## src/hw/rtl/btas_pkg.sv

```systemverilog
`timescale 1ns / 1ps

package btas_pkg;

  localparam int NUM_REGS_DEF = 16;
  localparam int REG_W        = 4;
  localparam int ADDR_W       = 32;
  localparam int S_TDATA_W    = 56;
  localparam int M_TDATA_W    = 40;

  typedef enum logic [1:0] {
    KIND_LOAD,
    KIND_STORE,
    KIND_WB
  } kind_t;

  typedef enum logic [1:0] {
    STEP_ACCEPT,
    STEP_SCAN,
    STEP_WB
  } step_t;

  typedef enum logic [1:0] {
    JC_ALWAYS,
    JC_ACCEPT,
    JC_SCAN_DONE
  } jcond_t;

  typedef struct packed {
    logic   take_in;
    logic   emit_xfer;
    logic   emit_wb;
    jcond_t cond;
    step_t  target;
  } ucode_t;

  typedef struct packed {
    logic accept;
    logic scan_done;
    logic stall;
  } useq_stat_t;

  function automatic ucode_t ucode_rom(step_t s);
    ucode_t w;
    unique case (s)
      STEP_ACCEPT: w = '{take_in: 1'b1, emit_xfer: 1'b0, emit_wb: 1'b0,
                         cond: JC_ACCEPT, target: STEP_SCAN};
      STEP_SCAN:   w = '{take_in: 1'b0, emit_xfer: 1'b1, emit_wb: 1'b0,
                         cond: JC_SCAN_DONE, target: STEP_WB};
      STEP_WB:     w = '{take_in: 1'b0, emit_xfer: 1'b0, emit_wb: 1'b1,
                         cond: JC_ALWAYS, target: STEP_ACCEPT};
      default:     w = '{take_in: 1'b0, emit_xfer: 1'b0, emit_wb: 1'b0,
                         cond: JC_ALWAYS, target: STEP_ACCEPT};
    endcase
    return w;
  endfunction

endpackage

```

## src/hw/rtl/block_transfer_address_sequencer_core.sv

```systemverilog
`timescale 1ns / 1ps

// Block load/store address sequencer. Each request word expands into one
// transfer word per selected register (ascending or descending order, word
// addresses stepping by four) and, with writeback, a final word carrying the
// new base value; tlast marks the final word of a request, and a request with
// an empty list and no writeback produces nothing. A three-step microcode
// program runs each request: an accept step, a scan step that walks one
// register position per cycle, unless the output stalls, from the first
// position in walk order up to the last selected register (at least one),
// then a writeback step. Output backpressure stalls the scan and writeback
// steps.

module block_transfer_address_sequencer_core #(
  parameter int NUM_REGS = btas_pkg::NUM_REGS_DEF
) (
  input  logic                           clk,
  input  logic                           rst,
  input  logic                           s_axis_tvalid,
  output logic                           s_axis_tready,
  // base_value, base_reg, reg_mask, pre_index, up, writeback, pad
  input  logic [btas_pkg::S_TDATA_W-1:0] s_axis_tdata,
  // op
  input  logic                           s_axis_tuser,
  output logic                           m_axis_tvalid,
  input  logic                           m_axis_tready,
  // reg_index, address_or_value, pad
  output logic [btas_pkg::M_TDATA_W-1:0] m_axis_tdata,
  // kind
  output logic [1:0]                     m_axis_tuser,
  output logic                           m_axis_tlast
);

  localparam int PW = $clog2(NUM_REGS);
  localparam int CW = $clog2(NUM_REGS + 1);
  localparam logic [PW-1:0] LAST_POS = PW'(NUM_REGS - 1);

  btas_pkg::ucode_t     ctrl;
  btas_pkg::useq_stat_t stat;

  logic                        op;
  logic [btas_pkg::ADDR_W-1:0] base;
  logic [btas_pkg::REG_W-1:0]  breg;
  logic [NUM_REGS-1:0]         list;
  logic                        up;
  logic                        wb;
  logic [PW-1:0]               pos;
  logic [btas_pkg::ADDR_W-1:0] addr;
  logic [CW-1:0]               count;

  logic                        m_valid;
  btas_pkg::kind_t             m_kind;
  logic [btas_pkg::REG_W-1:0]  m_reg;
  logic [btas_pkg::ADDR_W-1:0] m_addr;
  logic                        m_last;

  logic [btas_pkg::ADDR_W-1:0] in_base;
  logic [btas_pkg::REG_W-1:0]  in_breg;
  logic [15:0]                 in_list;
  logic                        in_pre;
  logic                        in_up;
  logic                        in_wb;

  logic                        accept;
  logic [PW-1:0]               ridx;
  logic                        sel;
  logic [NUM_REGS-1:0]         list_rest;
  logic                        out_free;
  logic                        emit_x;
  logic                        emit_w;
  logic                        stall;
  logic [btas_pkg::ADDR_W-1:0] step_amt;
  logic [btas_pkg::ADDR_W-1:0] in_step;
  logic [btas_pkg::ADDR_W-1:0] offset;
  logic [btas_pkg::ADDR_W-1:0] wb_val;

  btas_useq u_useq (
    .clk  (clk),
    .rst  (rst),
    .stat (stat),
    .ctrl (ctrl)
  );

  assign in_base = s_axis_tdata[31:0];
  assign in_breg = s_axis_tdata[35:32];
  assign in_list = s_axis_tdata[51:36];
  assign in_pre  = s_axis_tdata[52];
  assign in_up   = s_axis_tdata[53];
  assign in_wb   = s_axis_tdata[54];

  assign s_axis_tready = ctrl.take_in && !rst;
  assign accept        = s_axis_tvalid && s_axis_tready;

  assign ridx      = up ? pos : LAST_POS - pos;
  assign sel       = list[ridx];
  assign list_rest = list & ~(NUM_REGS'(1) << ridx);

  assign out_free = !m_valid || m_axis_tready;
  assign emit_x   = ctrl.emit_xfer && sel;
  assign emit_w   = ctrl.emit_wb && wb;
  assign stall    = (emit_x || emit_w) && !out_free;

  assign step_amt = up ? 32'd4 : 32'hFFFF_FFFC;
  assign in_step  = in_up ? 32'd4 : 32'hFFFF_FFFC;
  assign offset   = btas_pkg::ADDR_W'(count) << 2;
  assign wb_val   = up ? base + offset : base - offset;

  always_comb begin
    stat.accept    = accept;
    stat.scan_done = (pos == LAST_POS) || (list_rest == '0);
    stat.stall     = stall;
  end

  always_ff @(posedge clk) begin
    if (accept) begin
      op    <= s_axis_tuser;
      base  <= in_base;
      breg  <= in_breg;
      list  <= in_list[NUM_REGS-1:0];
      up    <= in_up;
      wb    <= in_wb;
      pos   <= '0;
      count <= '0;
      addr  <= in_pre ? in_base + in_step : in_base;
    end else if (ctrl.emit_xfer && !stall) begin
      pos <= pos + PW'(1);
      if (sel) begin
        list  <= list_rest;
        addr  <= addr + step_amt;
        count <= count + CW'(1);
      end
    end
  end

  always_ff @(posedge clk) begin
    if (rst) begin
      m_valid <= 1'b0;
    end else if ((emit_x || emit_w) && out_free) begin
      m_valid <= 1'b1;
    end else if (m_axis_tready) begin
      m_valid <= 1'b0;
    end
  end

  always_ff @(posedge clk) begin
    if (emit_x && out_free) begin
      m_kind <= op ? btas_pkg::KIND_STORE : btas_pkg::KIND_LOAD;
      m_reg  <= btas_pkg::REG_W'(ridx);
      m_addr <= addr;
      m_last <= (list_rest == '0) && !wb;
    end else if (emit_w && out_free) begin
      m_kind <= btas_pkg::KIND_WB;
      m_reg  <= breg;
      m_addr <= wb_val;
      m_last <= 1'b1;
    end
  end

  assign m_axis_tvalid = m_valid;
  assign m_axis_tdata  = {4'b0000, m_addr, m_reg};
  assign m_axis_tuser  = m_kind;
  assign m_axis_tlast  = m_last;

endmodule

```

## src/hw/rtl/btas_useq.sv

```systemverilog
`timescale 1ns / 1ps

module btas_useq (
  input  logic                  clk,
  input  logic                  rst,
  input  btas_pkg::useq_stat_t  stat,
  output btas_pkg::ucode_t      ctrl
);

  btas_pkg::step_t step;
  btas_pkg::step_t step_next;

  always_comb begin
    ctrl = btas_pkg::ucode_rom(step);
  end

  always_comb begin
    step_next = step;
    if (!stat.stall) begin
      unique case (ctrl.cond)
        btas_pkg::JC_ALWAYS: step_next = ctrl.target;
        btas_pkg::JC_ACCEPT: begin
          if (stat.accept) step_next = ctrl.target;
        end
        btas_pkg::JC_SCAN_DONE: begin
          if (stat.scan_done) step_next = ctrl.target;
        end
        default: step_next = btas_pkg::STEP_ACCEPT;
      endcase
    end
  end

  always_ff @(posedge clk) begin
    if (rst) begin
      step <= btas_pkg::STEP_ACCEPT;
    end else begin
      step <= step_next;
    end
  end

endmodule

```

## config.mk

```make
export PLATFORM = sky130hd
export DESIGN_NAME = block_transfer_address_sequencer_core
export DESIGN_NICKNAME = d
export VERILOG_FILES = /design/src/hw/rtl/btas_pkg.sv /design/src/hw/rtl/block_transfer_address_sequencer_core.sv /design/src/hw/rtl/btas_useq.sv
export SDC_FILE = /design/constraint.sdc
export NUM_CORES = 1
export LEC_CHECK = 0
export BUFFER_PORTS_ARGS = -buffer_cell sky130_fd_sc_hd__buf_2
export CAP_MARGIN = 20
export CORE_UTILIZATION = 55
export CTS_BUF_LIST = sky130_fd_sc_hd__clkbuf_8
export DETAILED_ROUTE_END_ITERATION = 12
export GPL_TIMING_DRIVEN = 0
export MAX_ROUTING_LAYER = met4
export PLACE_DENSITY = 0.75
export SLEW_MARGIN = 25
export SYNTH_ARGS = -nofsm -noshare
export SYNTH_HDL_FRONTEND = slang
export SYNTH_SLANG_ARGS = --single-unit
```

## constraint.sdc

```tcl
create_clock -name clk -period 7.1 [get_ports clk]
set_input_delay 0.355 -clock clk [delete_from_list [all_inputs] [get_ports clk]]
set_output_delay 0.355 -clock clk [all_outputs]
set_load 0.01 [all_outputs]
```

==> metrics.txt <==
status=finished, final reports clean; DR DRC count=0; worst path bufs/invs=4; family with the most delay on the worst path=compound AO/OA/AOI/OAI gates; post-CTS sizing=0; gate count after technology mapping=around 1,200; Initial Utilization=0.5673; commonest non-fill, non-tap cell in the layout=edfxtp_1; vias in the first global route=about 8,600; Tcrit/Tclk final=0.6091; grt total ovfl=0; f_max=231.2 MHz; final net count=~1,400; CTS buffer count=17; EDFF count, synth=roughly 130; startpoint type of the worst setup path=flop; sequential area share after synthesis=0.3742; FP Rows=50; CP arrival=4.56 ns; dpl ws=2.829 ns; Chip Height=between 100 and 150 um; Avg Inst Size Synth=about 9.3 um^2; clock skew=between 0.01 and 0.015 ns; Post-Route WL=approximately 29 mm; cell total after placement=approximately 1,500; Unique masters post-synth=76; Max Slew Vio Count=0; worst hold slack=0.04181 ns; instance count on the critical path=14; pwr dens=about 270 nW/um^2; ANT nets after route=0; DR pass1 iterations=6; worst vdd ir=about 140 uV; Root Driver=clkbuf_8; DR vias=9,518; I/O pin count=roughly 110; fin cells=between 1,500 and 2,000; drt via density=slightly above 6; cts hold-fix bufs=0; worst skew pair latency=about 0.48 ns; final hold violation count=0; # fillers=1,639; Final WS setup=2.775 ns; Min Clock Period, post-route=approximately 4.3 ns; die width=141.8 um; first-pass GRT wire length=roughly 46 mm; flops & latches, synth=roughly 140; Cells on Worst Hold Path=1; antenna violations before repair=0; crit path max fanout=10; deepest clock path buffer count=2; Post-CTS Setup Repair Bufs=0; Mapped Area=approximately 11,000 um^2; Synth Flop Type=edfxtp_1; crit end category=flop; Synthesis Warnings=0; Final GP Congestion=~0.99; Antenna diodes=0; share of layout cells above drive strength 1=0.1444; largest net degree at the start of global routing=47; critical path, cell by cell=buf_4, buf_2, buf_4, buf_2, a21oi_1, ha_1, and3_1, a21boi_0, a211o_1, a31oi_1, o21ai_1, a21boi_0, xor2_1, a21oi_1; Port-buffer cells=approximately 100; CTS clk-pin slew, worst paths=0.09 ns; Max Cap Viol=0; Required @ worst endpoint=between 7 and 8 ns; final count of negative-setup-slack endpoints=0; register area=between 4000 and 5000 um^2; Area growth syn-to-layout=12.30%; Hold Crit Class=in -> reg; most frequent cells in the layout=126 x edfxtp_1, 118 x nand2_1, 111 x buf_2, 105 x a21oi_1, 95 x o21ai_0; Tot GR Track Use=0.3069; H-tree Lvls=4; setup tns final=0 ns; LEAKAGE=4.906 nW; unrepaired setup endpoints after global routing=false; core area=approximately 19,000 um^2; FFs w/ async S/R, synth=0; worst-margin pin slew=between 1 and 1.5 ns; post-DR wirelength/cell=18.56 um; Slowest cell on crit path=a21oi_1; CTS tree=built; critical path's largest stage delay=~0.76 ns; Reg2Reg Depth=14; Slew HR=0.3244; first-iteration detailed-routing DRC count=893; Die Footprint=a little over 20,000 um^2; hpwl dp=around 22 mm; Worst Setup Path Type=reg -> reg; CTS sink cnt=138; area of the multi-input gates=between 6000 and 7000 um^2
[report_power, final]
group / leakage [nW] / total (W) / internal (W) / switching [W]
Combinational: 3.43 / 0.00144 / 0.000590 / 0.000847
Sequential: 1.26 / 0.00112 / 0.00105 / 0.0000686
Clock: 0.212 / 0.000703 / 0.000353 / 0.000350
[layout make-up]
class	count	area share
multi-input combinational	942	0.5290
tap	260	0.02694
buffer	46	0.01989
sequential	138	0.3332
timing repair buffer	101	0.04496
inverter	36	0.01119
clock inverter	15	0.01544
clock buffer	17	0.01937
[synthesized netlist by cell type (21+ instances only)]
library cell	number	area [um^2]
mux2i_1	21	210.2
xor2_1	30	262.8
a21oi_1	106	530.5
a21o_1	33	247.7
edfxtp_1	126	3784
nand2_1	119	446.7
clkbuf_1	21	78.83
a211oi_1	25	187.7
nor2_1	78	292.8
inv_1	35	131.4
o21ai_0	95	475.5
ha_1	89	1114
xnor2_1	50	437.9
[kinds of logic (layout without fill, tap and decap cells)]
| group | count (synthesis) | count (layout) | synth area share |
|---|---|---|---|
| AOI/OAI and AO/OA | 404 | 404 | 0.2412 |
| muxes | 28 | 28 | 0.02688 |
| other | 1 | 4 | 0.0003487 |
| buffers and inverters | 82 | 215 | 0.03456 |
| xor gates and xnor gates | 80 | 80 | 0.06515 |
| and+or+nand+nor | 334 | 334 | 0.1486 |
| DFF | 138 | 138 | 0.3742 |
| adders and majority gates | 92 | 92 | 0.1091 |
[metal layers]
| layer | vias to the layer above | track usage | wire, um |
|---|---|---|---|
| met2 | 441 | 0.4213 | 11880 |
| met5 | - | - | 0 |
| met3 | 44 | 0.06345 | 2752 |
| li1 | 4620 | - | - |
| met4 | 0 | 0.09564 | 555 |
| met1 | 4413 | 0.4487 | 13670 |
[worst reg2reg max path, stage by stage (launching register included)]
cell and delay (ns):
edfxtp_1 0.36, buf_4 0.17, buf_2 0.19, buf_4 0.19, buf_2 0.23, a21oi_1 0.76, ha_1 0.44, and3_1 0.20
a21boi_0 0.15, a211o_1 0.30, a31oi_1 0.38, o21ai_1 0.18, a21boi_0 0.28, xor2_1 0.17, a21oi_1 0.08
[stage by stage]
| stage | instance area, um^2 | power [W] | utilization |
|---|---|---|---|
| after CTS | 12080 | 0.003237 | 0.6371 |
| after global placement | 11590 | 0.002503 | 0.6112 |
| after global routing | 12080 | 0.003463 | 0.6371 |
| final | 12080 | 0.003262 | 0.6371 |
| after floorplan | 10770 | 0.002191 | - |
| after detailed placement | 11660 | 0.002538 | 0.6149 |
[final timing paths]
path | from | endpoint | slack [ns]
worst max-delay path | up | m_addr[25] | 2.78
worst min-delay path | s_axis_tdata[32] | breg[0] | 0.04
worst max register to register | up | m_addr[25] | 2.78
worst min register to register | count[4] | count[4] | 0.51
(Power assumes the default switching activity.)
